===== src/rtl/bmpt_pkg.sv =====
`timescale 1ns / 1ps

package bmpt_pkg;

  // field and register widths
  localparam int unsigned TS_W       = 32;
  localparam int unsigned TRAVEL_W   = 16;
  localparam int unsigned PCT_W      = 7;
  localparam int unsigned MOT_W      = 2;
  localparam int unsigned CFG_IDX_W  = 1;
  localparam int unsigned CFG_DATA_W = 16;

  // motion codes
  localparam logic [MOT_W-1:0] MOT_STOP  = 2'd0;
  localparam logic [MOT_W-1:0] MOT_UP    = 2'd1;
  localparam logic [MOT_W-1:0] MOT_DOWN  = 2'd2;
  localparam logic [MOT_W-1:0] MOT_STOP2 = 2'd3;

  // register indexes
  localparam logic [CFG_IDX_W-1:0] REG_TRAVEL_TIME = 1'd0;
  localparam logic [CFG_IDX_W-1:0] REG_IDLE_LEVEL  = 1'd1;

  localparam logic [TRAVEL_W-1:0] TRAVEL_TIME_RST = 16'd10000;
  localparam logic                IDLE_LEVEL_RST  = 1'b1;

  localparam logic [PCT_W-1:0] PCT_FULL = 7'd100;
  localparam logic [PCT_W-1:0] PCT_STEP = 7'd5;

  // floor(x / 5) == (x * 205) >> 10 for x below 128
  localparam logic [7:0]  RECIP5       = 8'd205;
  localparam int unsigned RECIP5_SHIFT = 10;

  typedef struct packed {
    logic start;     // run a bit-serial travel update
    logic load;      // take the timestamp as last change, no update
    logic rising;    // add elapsed time, else subtract
    logic set_last;  // take the timestamp as last change after the update
  } adj_req_t;

  typedef struct packed {
    logic                done;
    logic [TRAVEL_W-1:0] travel;
  } adj_rsp_t;

  typedef struct packed {
    logic             done;
    logic [PCT_W-1:0] pct;
  } div_rsp_t;

endpackage


===== src/rtl/bmpt_in_if.sv =====
`timescale 1ns / 1ps

interface bmpt_in_if;
  logic                      valid;
  logic                      ready;
  logic                      button_select;
  logic                      raw_level;
  logic [bmpt_pkg::TS_W-1:0] now_ms;

  modport source (output valid, output button_select, output raw_level, output now_ms,
                  input ready);
  modport sink (input valid, input button_select, input raw_level, input now_ms,
                output ready);
endinterface


===== src/rtl/bmpt_out_if.sv =====
`timescale 1ns / 1ps

interface bmpt_out_if;
  logic                       valid;
  logic                       ready;
  logic [bmpt_pkg::MOT_W-1:0] motion_state;
  logic [bmpt_pkg::PCT_W-1:0] position_percent;
  logic                       state_changed;

  modport source (output valid, output motion_state, output position_percent,
                  output state_changed, input ready);
  modport sink (input valid, input motion_state, input position_percent,
                input state_changed, output ready);
endinterface


===== src/rtl/bmpt_adj.sv =====
`timescale 1ns / 1ps

module bmpt_adj (
  input  logic                                clk_i,
  input  logic                                rst_ni,
  input  bmpt_pkg::adj_req_t                  req_i,
  input  logic [bmpt_pkg::TS_W-1:0]           now_i,
  input  logic [bmpt_pkg::TRAVEL_W-1:0]       travel_i,
  input  logic [bmpt_pkg::TRAVEL_W-1:0]       ttime_i,
  output bmpt_pkg::adj_rsp_t                  rsp_o
);

  logic                          busy_q, fin_q;
  logic [4:0]                    cnt_q;
  logic [bmpt_pkg::TS_W-1:0]     now_q, last_q;
  logic [bmpt_pkg::TRAVEL_W-1:0] sum_q;
  logic                          hi_q, cy_q, bw_q, rising_q, set_last_q;

  logic n_bit, l_bit, el_bit, bw_d, t_bit, s_bit, cy_d;
  logic over_t;
  logic [bmpt_pkg::TRAVEL_W-1:0] clamp;

  // elapsed = now - last, one bit a cycle, lsb first
  assign n_bit  = now_q[0];
  assign l_bit  = last_q[0];
  assign el_bit = n_bit ^ l_bit ^ bw_q;
  assign bw_d   = (~n_bit & l_bit) | (~(n_bit ^ l_bit) & bw_q);

  // travel +/- elapsed, travel zero above bit 15
  assign t_bit = ~cnt_q[4] & travel_i[cnt_q[3:0]];
  assign s_bit = t_bit ^ el_bit ^ cy_q;
  assign cy_d  = rising_q ? ((t_bit & el_bit) | (t_bit & cy_q) | (el_bit & cy_q))
                          : ((~t_bit & el_bit) | (~(t_bit ^ el_bit) & cy_q));

  assign over_t = (sum_q > ttime_i);

  always_comb begin
    if (!rising_q && cy_q) begin
      clamp = '0;
    end else if ((rising_q && (hi_q || cy_q)) || over_t) begin
      clamp = ttime_i;
    end else begin
      clamp = sum_q;
    end
  end

  assign rsp_o.done   = fin_q;
  assign rsp_o.travel = clamp;

  always_ff @(posedge clk_i or negedge rst_ni) begin
    if (!rst_ni) begin
      busy_q     <= 1'b0;
      fin_q      <= 1'b0;
      cnt_q      <= '0;
      now_q      <= '0;
      last_q     <= '0;
      sum_q      <= '0;
      hi_q       <= 1'b0;
      cy_q       <= 1'b0;
      bw_q       <= 1'b0;
      rising_q   <= 1'b0;
      set_last_q <= 1'b0;
    end else begin
      fin_q <= 1'b0;
      if (req_i.load) begin
        last_q <= now_i;
      end
      if (req_i.start) begin
        busy_q     <= 1'b1;
        cnt_q      <= '0;
        now_q      <= now_i;
        hi_q       <= 1'b0;
        cy_q       <= 1'b0;
        bw_q       <= 1'b0;
        rising_q   <= req_i.rising;
        set_last_q <= req_i.set_last;
      end else if (busy_q) begin
        // both words rotate, so they are whole again when the run finishes
        now_q  <= {n_bit, now_q[bmpt_pkg::TS_W-1:1]};
        last_q <= {l_bit, last_q[bmpt_pkg::TS_W-1:1]};
        bw_q   <= bw_d;
        cy_q   <= cy_d;
        if (!cnt_q[4]) begin
          sum_q <= {s_bit, sum_q[bmpt_pkg::TRAVEL_W-1:1]};
        end else begin
          hi_q <= hi_q | s_bit;
        end
        cnt_q <= cnt_q + 5'd1;
        if (cnt_q == 5'd31) begin
          busy_q <= 1'b0;
          fin_q  <= 1'b1;
        end
      end else if (fin_q && set_last_q) begin
        last_q <= now_q;
      end
    end
  end

endmodule


===== src/rtl/bmpt_div.sv =====
`timescale 1ns / 1ps

module bmpt_div (
  input  logic                          clk_i,
  input  logic                          rst_ni,
  input  logic                          start_i,
  input  logic [bmpt_pkg::TRAVEL_W-1:0] travel_i,
  input  logic [bmpt_pkg::TRAVEL_W-1:0] ttime_i,
  output bmpt_pkg::div_rsp_t            rsp_o
);

  localparam int unsigned NUM_W = bmpt_pkg::TRAVEL_W + bmpt_pkg::PCT_W;
  localparam int unsigned PRD_W = bmpt_pkg::PCT_W + 8;

  localparam logic [1:0] P_IDLE = 2'd0;
  localparam logic [1:0] P_DIV  = 2'd1;
  localparam logic [1:0] P_RND  = 2'd2;

  logic [1:0]                 phase_q;
  logic [2:0]                 cnt_q;
  logic [NUM_W-1:0]           num_q, dvs_q, diff;
  logic [bmpt_pkg::PCT_W-1:0] quo_q, pct_q;
  logic                       zero_q, done_q, ge;

  logic [bmpt_pkg::PCT_W-1:0] raw, mul5, rem7, rounded;
  logic [PRD_W-1:0]           prod;
  logic [4:0]                 q5;
  logic [2:0]                 rem;

  assign ge   = (num_q >= dvs_q);
  assign diff = num_q - dvs_q;

  // round to a multiple of 5, remainder above 2 rounds up
  assign raw  = zero_q ? '0 : quo_q;
  assign prod = PRD_W'(raw) * PRD_W'(bmpt_pkg::RECIP5);
  assign q5   = prod[bmpt_pkg::RECIP5_SHIFT +: 5];
  assign mul5 = {q5, 2'b00} + bmpt_pkg::PCT_W'(q5);
  assign rem7 = raw - mul5;
  assign rem  = rem7[2:0];

  always_comb begin
    if (rem > 3'd2) begin
      rounded = raw + bmpt_pkg::PCT_STEP - bmpt_pkg::PCT_W'(rem);
    end else begin
      rounded = raw - bmpt_pkg::PCT_W'(rem);
    end
  end

  assign rsp_o.done = done_q;
  assign rsp_o.pct  = pct_q;

  always_ff @(posedge clk_i or negedge rst_ni) begin
    if (!rst_ni) begin
      phase_q <= P_IDLE;
      cnt_q   <= '0;
      num_q   <= '0;
      dvs_q   <= '0;
      quo_q   <= '0;
      zero_q  <= 1'b0;
      pct_q   <= '0;
      done_q  <= 1'b0;
    end else begin
      done_q <= 1'b0;
      case (phase_q)
        P_IDLE: begin
          if (start_i) begin
            num_q   <= NUM_W'(travel_i) * NUM_W'(bmpt_pkg::PCT_FULL);
            dvs_q   <= {1'b0, ttime_i, 6'b0};
            zero_q  <= (ttime_i == '0);
            cnt_q   <= '0;
            phase_q <= P_DIV;
          end
        end
        P_DIV: begin
          // restoring division, one quotient bit a cycle
          if (ge) begin
            num_q <= diff;
          end
          quo_q <= {quo_q[bmpt_pkg::PCT_W-2:0], ge};
          dvs_q <= {1'b0, dvs_q[NUM_W-1:1]};
          cnt_q <= cnt_q + 3'd1;
          if (cnt_q == 3'd6) begin
            phase_q <= P_RND;
          end
        end
        P_RND: begin
          pct_q   <= rounded;
          done_q  <= 1'b1;
          phase_q <= P_IDLE;
        end
        default: begin
          phase_q <= P_IDLE;
        end
      endcase
    end
  end

endmodule


===== src/rtl/blind_motion_position_tracker.sv =====
`timescale 1ns / 1ps
// latency: a word that leaves the travel time alone is registered at the accepting edge
// and shows from that edge on; a word that stops the blind shows once the divider is done
// per such word: accept, the bit-serial elapsed/travel adder, clamp and multiply, the
// restoring divider, rounding and output; no new word is accepted until it is done
// reset: asynchronous active low; motion stop, travel and position 0, registers default

module blind_motion_position_tracker (
  input  logic                                   clk_i,
  input  logic                                   rst_ni,
  bmpt_in_if.sink                                in_if,
  bmpt_out_if.source                             out_if,
  input  logic                                   cfg_we_i,
  input  logic [bmpt_pkg::CFG_IDX_W-1:0]         cfg_idx_i,
  input  logic [bmpt_pkg::CFG_DATA_W-1:0]        cfg_data_i
);

  // sequencer states
  localparam logic [1:0] S_IDLE = 2'd0;
  localparam logic [1:0] S_ADJ  = 2'd1;  // serial travel update running
  localparam logic [1:0] S_DIV  = 2'd2;  // percent division running

  logic [1:0] state_q;

  // configuration
  logic [bmpt_pkg::TRAVEL_W-1:0] ttime_q;
  logic                          idle_q;

  // blind state
  logic                          up_q, down_q, moving_q;
  logic [bmpt_pkg::MOT_W-1:0]    motion_q, prior_q;
  logic [bmpt_pkg::TRAVEL_W-1:0] travel_q;
  logic [bmpt_pkg::PCT_W-1:0]    pos_q;

  // output register
  logic                          ov_q, out_chg_q;
  logic [bmpt_pkg::MOT_W-1:0]    out_mot_q;
  logic [bmpt_pkg::PCT_W-1:0]    out_pct_q;

  logic                       accept, out_take, pressed, up_n, down_n;
  logic [bmpt_pkg::MOT_W-1:0] st_n;
  logic                       changed, is_stop, do_adj, rising, set_last;

  bmpt_pkg::adj_req_t adj_req;
  bmpt_pkg::adj_rsp_t adj_rsp;
  bmpt_pkg::div_rsp_t div_rsp;

  // a new word is taken when the sequencer is idle and the result slot is free or drains this cycle
  assign in_if.ready = (state_q == S_IDLE) & (~ov_q | out_if.ready);
  assign accept      = in_if.valid & in_if.ready;
  assign out_take    = ov_q & out_if.ready;

  // button flags
  assign pressed = (in_if.raw_level != idle_q);
  assign up_n    = in_if.button_select ? up_q : pressed;
  assign down_n  = in_if.button_select ? pressed : down_q;

  // motion machine; down wins when both are pressed from stop
  always_comb begin
    st_n = motion_q;
    case (motion_q)
      bmpt_pkg::MOT_STOP: begin
        if (down_n) begin
          st_n = bmpt_pkg::MOT_DOWN;
        end else if (up_n) begin
          st_n = bmpt_pkg::MOT_UP;
        end
      end
      bmpt_pkg::MOT_UP: begin
        if (!up_n && !down_n) begin
          st_n = bmpt_pkg::MOT_STOP;
        end else if (!up_n && down_n) begin
          st_n = bmpt_pkg::MOT_STOP2;
        end
      end
      bmpt_pkg::MOT_DOWN: begin
        if (!up_n && !down_n) begin
          st_n = bmpt_pkg::MOT_STOP;
        end else if (up_n && !down_n) begin
          st_n = bmpt_pkg::MOT_STOP2;
        end
      end
      default: begin
        if (!up_n && !down_n) begin
          st_n = bmpt_pkg::MOT_STOP;
        end
      end
    endcase
  end

  assign changed = (st_n != motion_q);
  assign is_stop = (st_n == bmpt_pkg::MOT_STOP) || (st_n == bmpt_pkg::MOT_STOP2);

  // stopping settles the run that just ended; starting only stamps the time
  assign do_adj   = changed & (is_stop ? ((prior_q == bmpt_pkg::MOT_UP) ||
                                          (prior_q == bmpt_pkg::MOT_DOWN))
                                       : moving_q);
  assign rising   = is_stop ? (prior_q == bmpt_pkg::MOT_UP) : (st_n == bmpt_pkg::MOT_UP);
  assign set_last = changed & ~is_stop;

  assign adj_req.start    = accept & do_adj;
  assign adj_req.load     = accept & set_last & ~do_adj;
  assign adj_req.rising   = rising;
  assign adj_req.set_last = set_last;

  bmpt_adj u_adj (
    .clk_i    (clk_i),
    .rst_ni   (rst_ni),
    .req_i    (adj_req),
    .now_i    (in_if.now_ms),
    .travel_i (travel_q),
    .ttime_i  (ttime_q),
    .rsp_o    (adj_rsp)
  );

  // clamped travel goes straight to the divider
  bmpt_div u_div (
    .clk_i    (clk_i),
    .rst_ni   (rst_ni),
    .start_i  (adj_rsp.done),
    .travel_i (adj_rsp.travel),
    .ttime_i  (ttime_q),
    .rsp_o    (div_rsp)
  );

  assign out_if.valid            = ov_q;
  assign out_if.motion_state     = out_mot_q;
  assign out_if.position_percent = out_pct_q;
  assign out_if.state_changed    = out_chg_q;

  always_ff @(posedge clk_i or negedge rst_ni) begin
    if (!rst_ni) begin
      state_q   <= S_IDLE;
      ttime_q   <= bmpt_pkg::TRAVEL_TIME_RST;
      idle_q    <= bmpt_pkg::IDLE_LEVEL_RST;
      up_q      <= 1'b0;
      down_q    <= 1'b0;
      moving_q  <= 1'b0;
      motion_q  <= bmpt_pkg::MOT_STOP;
      prior_q   <= bmpt_pkg::MOT_STOP;
      travel_q  <= '0;
      pos_q     <= '0;
      ov_q      <= 1'b0;
      out_chg_q <= 1'b0;
      out_mot_q <= bmpt_pkg::MOT_STOP;
      out_pct_q <= '0;
    end else begin
      if (cfg_we_i) begin
        case (cfg_idx_i)
          bmpt_pkg::REG_TRAVEL_TIME: ttime_q <= cfg_data_i;
          bmpt_pkg::REG_IDLE_LEVEL:  idle_q  <= cfg_data_i[0];
          default: ;
        endcase
      end

      if (out_take) begin
        ov_q <= 1'b0;
      end

      case (state_q)
        S_IDLE: begin
          if (accept) begin
            up_q     <= up_n;
            down_q   <= down_n;
            motion_q <= st_n;
            if (changed) begin
              prior_q  <= st_n;
              moving_q <= ~is_stop;
            end
            if (do_adj) begin
              state_q <= S_ADJ;
            end else begin
              // position unchanged, word is ready now
              ov_q      <= 1'b1;
              out_mot_q <= st_n;
              out_pct_q <= pos_q;
              out_chg_q <= changed;
            end
          end
        end
        S_ADJ: begin
          if (adj_rsp.done) begin
            travel_q <= adj_rsp.travel;
            state_q  <= S_DIV;
          end
        end
        S_DIV: begin
          if (div_rsp.done) begin
            pos_q     <= div_rsp.pct;
            ov_q      <= 1'b1;
            out_mot_q <= motion_q;
            out_pct_q <= div_rsp.pct;
            out_chg_q <= 1'b1;
            state_q   <= S_IDLE;
          end
        end
        default: begin
          state_q <= S_IDLE;
        end
      endcase
    end
  end

endmodule


===== src/flat_wrapper.sv =====
// flat-port wrapper written by rule: the top's interface ports become plain ports
module blind_motion_position_tracker_flat 
  (clk_i, rst_ni, cfg_we_i, cfg_idx_i, cfg_data_i, in_if_valid, in_if_button_select, in_if_raw_level, in_if_now_ms, in_if_ready, out_if_valid, out_if_motion_state, out_if_position_percent, out_if_state_changed, out_if_ready);
  bmpt_in_if in_if_i ();
  bmpt_out_if out_if_i ();
  input  logic clk_i;
  input  logic rst_ni;
  input  logic cfg_we_i;
  input  logic [bmpt_pkg::CFG_IDX_W-1:0] cfg_idx_i;
  input  logic [bmpt_pkg::CFG_DATA_W-1:0] cfg_data_i;
  input wire logic [$bits(in_if_i.valid)-1:0] in_if_valid;
  input wire logic [$bits(in_if_i.button_select)-1:0] in_if_button_select;
  input wire logic [$bits(in_if_i.raw_level)-1:0] in_if_raw_level;
  input wire logic [$bits(in_if_i.now_ms)-1:0] in_if_now_ms;
  output wire logic [$bits(in_if_i.ready)-1:0] in_if_ready;
  output wire logic [$bits(out_if_i.valid)-1:0] out_if_valid;
  output wire logic [$bits(out_if_i.motion_state)-1:0] out_if_motion_state;
  output wire logic [$bits(out_if_i.position_percent)-1:0] out_if_position_percent;
  output wire logic [$bits(out_if_i.state_changed)-1:0] out_if_state_changed;
  input wire logic [$bits(out_if_i.ready)-1:0] out_if_ready;
  assign in_if_i.valid = in_if_valid;
  assign in_if_i.button_select = in_if_button_select;
  assign in_if_i.raw_level = in_if_raw_level;
  assign in_if_i.now_ms = in_if_now_ms;
  assign in_if_ready = in_if_i.ready;
  assign out_if_valid = out_if_i.valid;
  assign out_if_motion_state = out_if_i.motion_state;
  assign out_if_position_percent = out_if_i.position_percent;
  assign out_if_state_changed = out_if_i.state_changed;
  assign out_if_i.ready = out_if_ready;
  blind_motion_position_tracker u_core (.clk_i(clk_i), .rst_ni(rst_ni), .in_if(in_if_i), .out_if(out_if_i), .cfg_we_i(cfg_we_i), .cfg_idx_i(cfg_idx_i), .cfg_data_i(cfg_data_i));
endmodule

===== config.mk =====
export PLATFORM = sky130hd
export DESIGN_NAME = blind_motion_position_tracker_flat
export DESIGN_NICKNAME = d
export VERILOG_FILES = /design/src/rtl/bmpt_pkg.sv /design/src/rtl/bmpt_in_if.sv /design/src/rtl/bmpt_out_if.sv /design/src/rtl/bmpt_adj.sv /design/src/rtl/bmpt_div.sv /design/src/rtl/blind_motion_position_tracker.sv /design/src/flat_wrapper.sv
export SDC_FILE = /design/constraint.sdc
export NUM_CORES = 1
export LEC_CHECK = 0
export BUFFER_PORTS_ARGS = -buffer_cell sky130_fd_sc_hd__buf_2
export CORE_MARGIN = 5
export CORE_UTILIZATION = 45
export CTS_CLUSTER_DIAMETER = 150
export DETAILED_ROUTE_END_ITERATION = 10
export PLACE_DENSITY = 0.58
export SYNTH_ARGS = -nofsm -noshare
export SYNTH_HDL_FRONTEND = slang
export SYNTH_SLANG_ARGS = --single-unit

===== constraint.sdc =====
create_clock -name clk_i -period 10.17 [get_ports clk_i]
set_clock_uncertainty 0.15 [all_clocks]
set_input_delay 1.5255 -clock clk_i [delete_from_list [all_inputs] [get_ports clk_i]]
set_output_delay 1.5255 -clock clk_i [all_outputs]
set_load 0.005 [all_outputs]

# Word level (Yosys, flattened, before mapping)
# Index checks and enable logic that the tools add are counted.
word_totals:
  ff_bits: 219
  inputBits: 56
  output_inout_bits: 12
  word_cells: 214
op_classes:
  n_addsub: 8
  n_mul: 2
  order_cmp: 4
  eq_ne: 22
  n_mux: 73
  bitwise: 36
  n_reduce_logical: 36
ops:
  columns: ["cell", "n"]
  rows:
  - ["$mux 32", 6]
  - ["$pmux 23 s2", 2]
  - ["$mux 23", 3]
  - ["$mux 7", 5]
  - ["$mux 16", 2]
  - ["$mux 2", 16]
  - ["$mux 1", 27]
  - ["$ge 23x23->1", 1]
  - ["$sub 23x23->23", 1]
  - ["$mul 16x5->21 const B", 1]
  - ["$reduce_and 2->1", 9]
  - ["$and 1x1->1", 16]
  - ["$gt 16x16->1", 1]
  - ["$logic_not 16->1", 1]
  - ["$pmux 7 s2", 1]
  - ["$sub 7x3->7", 2]
  - ["$mul 7x8->13 const B", 1]
  - ["$pmux 2 s3", 2]
  - ["$eq 2x1->1 const B", 5]
  - ["$eq 2x2->1 const B", 5]
  - ["$mux 5", 2]
  - ["$ne 2x2->1 const B", 5]
  - ["$not 1->1", 10]
  - ["$reduce_and 3->1", 3]
  - ["other kinds (25)", 54]

# Depth between registers and ports, before layout
# Gate-level depths: netlist (run 1).
depth:
  ltp_word: 17
  depth_mapped: 32
  ltp_nobuf: 31

# Hierarchy
# Synthesis (run 1) repeated with hierarchy kept, for this count alone.
unflattened:
  cells_unflattened: 1549
  area_unflattened_um2: 14843.0
modules_own_cells:
  columns: ["mod", "n_inst", "cells_per_inst", "area_per_inst_um2", "seq_area_each_um2"]
  rows:
  - ["bmpt_div", 1, 809, 6955.4, 1651.6]
  - ["bmpt_adj", 1, 527, 5226.3, 2302.2]
  - ["blind_motion_position_tracker", 1, 213, 2661.3, 1508.9]

# Least setup slack after synthesis (run 1)
# OpenSTA, ideal clock, no wires.
synth_path:
  path_kind: "reg-to-reg"
  start: "reg u_core.u_div.zero_q"
  end: "reg u_core.u_div.pct_q[6] (netlist name)"
  setup_time_ns: 0.129
  arrival_time_ns: 6.042
  t_required_ns: 9.891
  slack_ns: 3.849
  stages_incl_launch_ff: 31
  path_buffers: 1
  period_less_slack_ns: 6.321
  cell_sequence: "dfrtp_1 -> buf_2 -> nor2b_1 -> inv_1 -> ha_1 -> fa_1 -> inv_1 -> ha_1 -> inv_1 -> fa_1 -> inv_1 -> ha_1 -> and3_1 -> a211oi_2 -> inv_1 -> a21oi_1 -> xor2_1 -> fa_1 -> xnor2_1 -> xnor2_1 -> xnor2_1 -> xnor2_1 -> ha_1 -> a21o_1 -> a21oi_1 -> nor2b_1 -> nor2_1 -> o21bai_1 -> xnor2_1 -> mux2i_1 -> o21ai_0"
synth_via:
  elab_chain_len: 6
  elab_cells_between_ends: 9
  classes_between: "5 x add/sub; 1 x mul; 1 x order compare; 2 x mux"
synth_rtl:
  columns: ["item", "line", "source"]
  rows:
  - ["start: declaration", "bmpt_div.sv:23", "logic zero_q, done_q, ge;"]
  - ["start signal: assignment", "bmpt_div.sv:69", "zero_q <= (ttime_i == '0);"]
  - ["$mux 7 *", "bmpt_div.sv:34", "assign raw = zero_q ? '0 : quo_q;"]
  - ["$mul 7x8->13", "bmpt_div.sv:35", "assign prod = PRD_W'(raw) * PRD_W'(bmpt_pkg::RECIP5);"]
  - ["$add 3x3->3", "bmpt_div.sv:37", "assign mul5 = {q5, 2'b00} + bmpt_pkg::PCT_W'(q5);"]
  - ["$sub 3x3->3", "bmpt_div.sv:38", "assign rem7 = raw - mul5;"]
  - ["$sub 7x3->7, or another cell as far along", "bmpt_div.sv:45", "rounded = raw - bmpt_pkg::PCT_W'(rem);"]
  - ["$mux 7 *", "bmpt_div.sv:42", "if (rem > 3'd2) begin"]
  - ["end signal: assignment", "bmpt_div.sv:87", "pct_q <= rounded;"]
  - ["end: declaration", "bmpt_div.sv:22", "logic [bmpt_pkg::PCT_W-1:0] quo_q, pct_q;"]
# Every way passes the cells marked *; elsewhere a longest branch is shown, timed or not.
# A chain may end at the register's enable or synchronous reset.

==> results_dict.tcl, run 1 <==
set metrics [dict create \
    critPathArrivalTime_ns 7.44 \
    final_min_period_over_clock_period 0.706 \
    avgRoutedWirePerCell_um 16.9 \
    detail_route.first_pass.iterations 5 \
    synthesis.area_um2 14800 \
    critical_path.max_fanout 14 \
    postCtsHoldBufs 0 \
    maximum_number_of_pins_on_one_net_before_global_route_repair 107 \
    placement_rows 66 \
    worstReg2RegStart "u_core.ttime_q[10]$_DFFE_PN1P_" \
    die_width_um 191 \
    max-slew-margin-rel 0.331 \
    post_synth.cell_area_avg_um2 9.68 \
    drc_errors 0 \
    finalMaxSlewViolations 0 \
    synth-edff-count 0 \
    final_net_count 1783 \
    min-delay-path-class "reg2reg" \
    area_growth_pct 10.4 \
    routed-via-count 11000 \
    netlist.area_leader.share 0.359 \
    number_of_nets_with_antenna_violations_after_routing 0 \
    gr-total-overflow 0 \
    io_pins 68 \
    critical_path.startpoint "u_core.ttime_q[10]$_DFFE_PN1P_" \
    height_of_the_die_um 191 \
    grt_pass1_wl_um 57400 \
    crit_path_end_kind "flip-flop" \
    tritoncts_num_sinks 218 \
    antenna_found_initial 0 \
    antenna_cells_inserted 0 \
    post_drt_via_cell_ratio 5.45 \
    fin_setup_tns_ns 0 \
    cap_viol_max_count 0 \
    unrepaired_setup_endpoints_after_global_routing "no" \
    cts-root-buf "sky130_fd_sc_hd__clkbuf_16" \
    rr_worst_depth 24 \
    clk_pin_slew_worst_paths_ns 0.05 \
    synth.ff_latch_count 218 \
    yosys.cell_types.count 71 \
    htree_levels 1 \
    worst_setup_path_start_kind "flip-flop" \
    grt_pass1_vias 11100 \
    quantity_of_i_o_buffers_inserted_on_ports 67 \
    finalSetupViolations 0 \
    seq_area_frac_synth 0.370 \
    postSynthCellCount 1527 \
    timing_worst_slew_pin_value_ns 1.00 \
    core_area_um2 32500 \
    cell_taking_the_most_area_after_synthesis "sky130_fd_sc_hd__dfrtp_1" \
    synth_top_flop_cell "sky130_fd_sc_hd__dfrtp_1" \
    gp_congestion 0.866 \
    timing.rr.end "u_core.u_div.num_q[21]$_DFFE_PN0P_" \
    finalHoldViolCount 0 \
    postSynth.asyncResetShare 1.00 \
    postCtsResizedCells 0 \
    maxClockFrequency_ghz 0.139 \
    cts_buffers 26 \
    floorplan.initialDensity 0.456 \
    hpwl_um 24700 \
    die_area_um2 36600 \
    r2r_slack_ns 2.99 \
    gr-usage-all-layers 0.189 \
    cts_setup_buffers 0 \
    mappedNetlistNets 1748 \
    fraction_of_final_layout_cells_with_drive_strength_greater_than_1 0.151 \
    timing.critical_path.required_ns 10.43 \
    fill_cells 3031 \
    detail_route.iter0.violations 770 \
    clk_latency_ns 0.53 \
    synth.top_cells.by_area "sky130_fd_sc_hd__dfrtp_1, sky130_fd_sc_hd__ha_1, sky130_fd_sc_hd__mux2_2" \
    tritoncts "done" \
    cts_buffer_depth 3 \
    outcome "finished clean" \
    ys_warn_count 0 \
    fin_crit_ns 7.18 \
    setup.worst_path.end "u_core.u_div.num_q[21]$_DFFE_PN0P_" \
    total_detailed_routing_wirelength_um 34200 \
    path_class "reg2reg" \
]
==> sequential cells by signal, summed over array words and instances (netlist names), 3 cells and up <==
signal / flops
u_core.ttime_q: 16
u_core.u_div.cnt_q: 3
u_core.u_div.num_q: 23
u_core.u_div.pct_q: 7
u_core.travel_q: 16
u_core.u_adj.now_q: 32
u_core.u_adj.cnt_q: 5
u_core.u_div.dvs_q: 22
u_core.out_if.position_percent: 7
u_core.u_adj.last_q: 32
u_core.u_div.quo_q: 7
u_core.pos_q: 7
u_core.u_adj.sum_q: 16
==> layer usage <==
layer | global-route usage | part of all wire | vias up
met2 | 0.301 | 0.45 | 190
met5 | 0 | 0 | -
met3 | 0.0228 | 0.038 | 60
met1 | 0.273 | 0.49 | 5312
li1 | - | - | 5465
met4 | 0.0500 | 0.027 | 0
==> metrics by stage <==
step | hold slack (ns) | cells | setup slack, ns | instance area (µm²) | utilization
final | 0.316 | 2022 | 2.99 | 16300 | 0.503
after global routing | 0.345 | 2022 | 2.48 | 16300 | 0.503
after CTS | 0.319 | 2022 | 3.02 | 16300 | 0.503
after detailed placement | 0.307 | 1976 | 3.09 | 15400 | 0.476
after global placement | 0.306 | 1976 | 3.31 | 15400 | 0.476
after floorplan | 0.288 | 1527 | 3.85 | 14800 | -
==> synthesized netlist by cell type (9+ instances only) <==
cell	number
sky130_fd_sc_hd__o31ai_1	16
sky130_fd_sc_hd__a21o_1	22
sky130_fd_sc_hd__dfrtp_1	212
sky130_fd_sc_hd__a22oi_1	66
sky130_fd_sc_hd__a21oi_1	59
sky130_fd_sc_hd__inv_1	132
sky130_fd_sc_hd__nand3_1	12
sky130_fd_sc_hd__xnor2_1	33
sky130_fd_sc_hd__nand2_1	160
sky130_fd_sc_hd__clkbuf_1	48
sky130_fd_sc_hd__ha_1	140
sky130_fd_sc_hd__buf_2	12
sky130_fd_sc_hd__mux2i_1	63
sky130_fd_sc_hd__nor2_1	78
sky130_fd_sc_hd__xor2_1	21
sky130_fd_sc_hd__mux2_2	68
sky130_fd_sc_hd__a211oi_1	19
sky130_fd_sc_hd__mux2_1	13
sky130_fd_sc_hd__a31oi_1	16
sky130_fd_sc_hd__and3_1	9
sky130_fd_sc_hd__nor2b_1	20
sky130_fd_sc_hd__o21ai_0	126
sky130_fd_sc_hd__or2_2	10
sky130_fd_sc_hd__nand2b_1	13
sky130_fd_sc_hd__fa_1	25
==> final cells by class <==
cell class	count	area, µm²	area share
Clock buffer	35	776	0.0475
Clock inverter	11	91.3	0.00560
Inverter	133	499	0.0306
Multi-Input combinational cell	1102	8480	0.520
Sequential cell	218	5460	0.335
Tap cell	442	553	0.0339
Timing Repair Buffer	81	450	0.0276
==> worst min-delay path by stage <==
stage / startpoint / endpoint / cells after the start
2_1_floorplan: u_core.u_div.quo_q[6]$_DFFE_PN0P_ / u_core.u_div.quo_q[6]$_DFFE_PN0P_ / 2
4_1_cts: u_core.u_div.done_q$_DFF_PN0_ / u_core.state_q[1]$_DFFE_PN0P_ / 1
3_5_place_dp: u_core.u_div.done_q$_DFF_PN0_ / u_core.state_q[1]$_DFFE_PN0P_ / 1
3_3_place_gp: u_core.u_div.done_q$_DFF_PN0_ / u_core.state_q[1]$_DFFE_PN0P_ / 1
5_1_grt: u_core.u_div.done_q$_DFF_PN0_ / u_core.state_q[1]$_DFFE_PN0P_ / 1
6_report: u_core.u_div.done_q$_DFF_PN0_ / u_core.state_q[1]$_DFFE_PN0P_ / 1
==> critical path: stages, from the launching register on <==
cell and delay, ns:
sky130_fd_sc_hd__dfstp_2 0.54, sky130_fd_sc_hd__inv_1 0.06, sky130_fd_sc_hd__ha_1 0.29, sky130_fd_sc_hd__and3_1 0.22
sky130_fd_sc_hd__a21oi_1 0.15, sky130_fd_sc_hd__a21oi_1 0.08, sky130_fd_sc_hd__o31ai_1 0.35, sky130_fd_sc_hd__nand2_1 0.20
sky130_fd_sc_hd__a21boi_2 0.81, sky130_fd_sc_hd__mux2i_1 0.22, sky130_fd_sc_hd__nor2_1 0.32, sky130_fd_sc_hd__ha_1 0.30
sky130_fd_sc_hd__ha_1 0.28, sky130_fd_sc_hd__inv_1 0.05, sky130_fd_sc_hd__fa_1 0.49, sky130_fd_sc_hd__inv_1 0.04
sky130_fd_sc_hd__ha_1 0.33, sky130_fd_sc_hd__and3_1 0.20, sky130_fd_sc_hd__a221oi_1 0.45, sky130_fd_sc_hd__o221ai_1 0.29
sky130_fd_sc_hd__o41ai_1 0.48, sky130_fd_sc_hd__o21a_1 0.22, sky130_fd_sc_hd__xor2_1 0.14, sky130_fd_sc_hd__o221ai_1 0.12
sky130_fd_sc_hd__mux2_2 0.28
==> kinds of logic (layout without fill, tap and decap cells) <==
family,after synthesis,count (layout),share of synthesized area
AO/OA/AOI/OAI,390,390,0.170
AND/OR/NAND/NOR,344,344,0.107
flip-flops,218,218,0.370
buffers and inverters,207,260,0.0579
adder cells (fa/ha/maj),165,165,0.152
multiplexers,149,149,0.112
XOR/XNOR,54,54,0.0320
==> cell usage in the layout (no fill, tap or decap), drive strengths merged, types with 9 or more instances in the layout <==
cell type	instances
a31oi	18
xor2	21
nor2b	21
a21o	22
mux2i	63
nand2b	13
fa	25
nand3	12
or2	11
inv	133
a22oi	66
o31ai	16
buf	81
ha	140
mux2	81
a211oi	20
clkbuf	35
and3	9
xnor2	33
nand2	161
nor2	80
dfrtp	212
o21ai	134
a21oi	59
Power of run 1 is left out: the tool's default activity adds up to more than one toggle a clock period on the data nets, which glitch-free logic cannot reach.
==> run 2, diff against run 1 <==
--- a/config.mk
+++ b/config.mk
@@ -10,7 +10,7 @@
 export CORE_UTILIZATION = 45
 export CTS_CLUSTER_DIAMETER = 150
 export DETAILED_ROUTE_END_ITERATION = 10
-export PLACE_DENSITY = 0.58
+export PLACE_DENSITY = 0.61
 export SYNTH_ARGS = -nofsm -noshare
 export SYNTH_HDL_FRONTEND = slang
 export SYNTH_SLANG_ARGS = --single-unit
==> constraint.sdc (replaced) <==
create_clock -name clk_i -period 6.11 [get_ports clk_i]
set_clock_uncertainty 0.15 [all_clocks]
set_input_delay 0.9165 -clock clk_i [delete_from_list [all_inputs] [get_ports clk_i]]
set_output_delay 0.9165 -clock clk_i [all_outputs]
set_load 0.005 [all_outputs]
==> run 2 against run 1 <==
Effect of this change: setup slack worse by 2.9 ns; core utilization up 4.3 points; count of clock-buffer cells in the layout down 2; flip-flop and latch count unchanged; largest cell class unchanged; critical path depth unchanged; global-route usage up 0.10 points; cell area up 8.6%; register-to-register slack worse by 2.9 ns; via count up 4.6%.
==> results_dict.tcl, run 2 (synthesis gave the netlist of run 1 again) <==
set metrics [dict create \
    tritoncts "done" \
    tritoncts_num_sinks 218 \
    cts_buffers 27 \
    critPathArrivalTime_ns 6.28 \
    outcome "finished clean" \
    postCtsHoldBufs 0 \
    timing.critical_path.required_ns 6.37 \
    critical_path.max_fanout 8 \
    fin_worst_hold_slack_ns 0.280 \
    final_min_period_over_clock_period 0.985 \
    core_area_um2 32500 \
    maxClockFrequency_ghz 0.166 \
    gp_congestion 0.882 \
    cts-root-buf "sky130_fd_sc_hd__clkbuf_16" \
    cp_cell_sequence "inv_1 > ha_1 > and3_4 > a21oi_2 > a21oi_2 > o31ai_2 > nand2_1 > a21boi_4 > buf_12 > mux2i_4 > nor2_2 > ha_1 > ha_1 > inv_1 > fa_1 > inv_1 > ha_1 > or3_1 > o2111ai_1 > o221ai_2 > or3_1 > a311o_1 > a211o_1 > mux2_2" \
    fin_crit_ns 6.02 \
    postLayoutSetupSlackWorst_ns 0.0899 \
    grt_pass1_vias 11300 \
    routed-via-count 11500 \
    antenna_cells_inserted 0 \
    quantity_of_i_o_buffers_inserted_on_ports 67 \
    number_of_nets_with_antenna_violations_after_routing 0 \
    finalSetupViolations 0 \
    finalHoldViolCount 0 \
    io_pins 68 \
    finalMaxSlewViolations 0 \
    detail_route.iter0.violations 652 \
    htree_levels 1 \
    final_net_count 1886 \
    avgRoutedWirePerCell_um 16.8 \
    gr-usage-all-layers 0.190 \
    area_growth_pct 19.8 \
    crit_path_end_kind "flip-flop" \
    cts_buffer_depth 3 \
    detailedPlace.worstSlack_ns -0.185 \
    height_of_the_die_um 191 \
    clk_pin_slew_worst_paths_ns 0.07 \
    final_common_cell "sky130_fd_sc_hd__dfrtp_1" \
    final_cell_mix "sky130_fd_sc_hd__dfrtp_1, sky130_fd_sc_hd__nand2_1, sky130_fd_sc_hd__inv_1, sky130_fd_sc_hd__o21ai_0, sky130_fd_sc_hd__ha_1" \
    timing_worst_slew_pin_value_ns 1.25 \
    layoutNonFillerInstCount 2126 \
    rr_worst_depth 24 \
    die_area_um2 36600 \
    dp_cell_count 2063 \
    maximum_number_of_pins_on_one_net_before_global_route_repair 114 \
    total_detailed_routing_wirelength_um 35800 \
    worst_path_largest_cell_delay_ns 0.53 \
    clk_latency_ns 0.53 \
    placement_rows 66 \
    detail_route.first_pass.iterations 5 \
    critical_path.slowest_cell "sky130_fd_sc_hd__dfstp_2" \
    drc_errors 0 \
    floorplan.initialDensity 0.456 \
    r2r_slack_ns 0.09 \
    unrepaired_setup_endpoints_after_global_routing "yes" \
    fill_cells 2907 \
    antenna_found_initial 0 \
    hpwl_um 25600 \
    largestRegisters "u_core.u_adj.last_q (32), u_core.u_adj.now_q (32), u_core.u_div.num_q (23)" \
    post_drt_via_cell_ratio 5.43 \
    fraction_of_final_layout_cells_with_drive_strength_greater_than_1 0.246 \
    gr-total-overflow 0 \
    grt_pass1_wl_um 57800 \
    path_class "reg2reg" \
    min-delay-path-class "in2async" \
    cap_viol_max_count 0 \
    worst_setup_path_start_kind "flip-flop" \
    crit_top_cell "sky130_fd_sc_hd__ha_1" \
    max-slew-margin-rel 0.164 \
    die_width_um 191 \
]
[run 2: cell type report]
| cell class | instances | area, µm² | share of cell area |
|---|---|---|---|
| Multi-Input combinational cell | 1102 | 9020 | 0.509 |
| Clock buffer | 33 | 748 | 0.0422 |
| Timing Repair Buffer | 183 | 1240 | 0.0698 |
| Clock inverter | 15 | 198 | 0.0112 |
| Sequential cell | 218 | 5470 | 0.308 |
| Inverter | 133 | 499 | 0.0282 |
| Tap cell | 442 | 553 | 0.0312 |
[run 2: final timing paths]
| check | start | endpoint |
|---|---|---|
| min in group clk_i | u_core.travel_q[15]$_DFFE_PN0P_ | u_core.travel_q[15]$_DFFE_PN0P_ |
| hold / removal | rst_ni | u_core.pos_q[1]$_DFFE_PN0P_ |
| max in group asynchronous | rst_ni | u_core.u_adj.busy_q$_DFF_PN0_ |
| setup reg to reg | u_core.ttime_q[9]$_DFFE_PN1P_ | u_core.u_div.num_q[17]$_DFFE_PN0P_ |
| hold reg to reg | u_core.travel_q[15]$_DFFE_PN0P_ | u_core.travel_q[15]$_DFFE_PN0P_ |
| setup / recovery | u_core.ttime_q[9]$_DFFE_PN1P_ | u_core.u_div.num_q[17]$_DFFE_PN0P_ |
[run 2: timing repair]
item	CTS	global route
gates cloned	0	0
resized for setup	15	77
pin swaps	8	42
setup endpoints to repair	6	11
buffers inserted	4	11
[run 2: critical path: cells and delay by family, from the launching register on]
kind / cells / cell delay [ns]
adder cells (fa/ha/maj): 5 / 1.57
multiplexers: 2 / 0.51
AND/OR/NAND/NOR: 5 / 1.13
buffers and inverters: 4 / 0.35
flip-flops: 1 / 0.53
AO/OA/AOI/OAI: 8 / 1.67
[run 2: metal layers]
layer	up-vias	share of wire	track usage	wire length, µm
li1	5666	-	-	-
met1	5608	0.47	0.274	16900
met2	208	0.47	0.311	16800
met3	54	0.037	0.0199	1320
met4	0	0.020	0.0387	717
met5	-	0	0	0
[run 2: metrics by stage]
stage           util  area, µm²  TNS [ns]
2_1_floorplan      -      14800         0
3_3_place_gp   0.497      16100   -0.0555
3_5_place_dp   0.497      16100    -0.750
4_1_cts        0.529      17200         0
5_1_grt        0.546      17700    -0.630
6_report       0.546      17700         0
Power of run 2 is left out for the same reason.
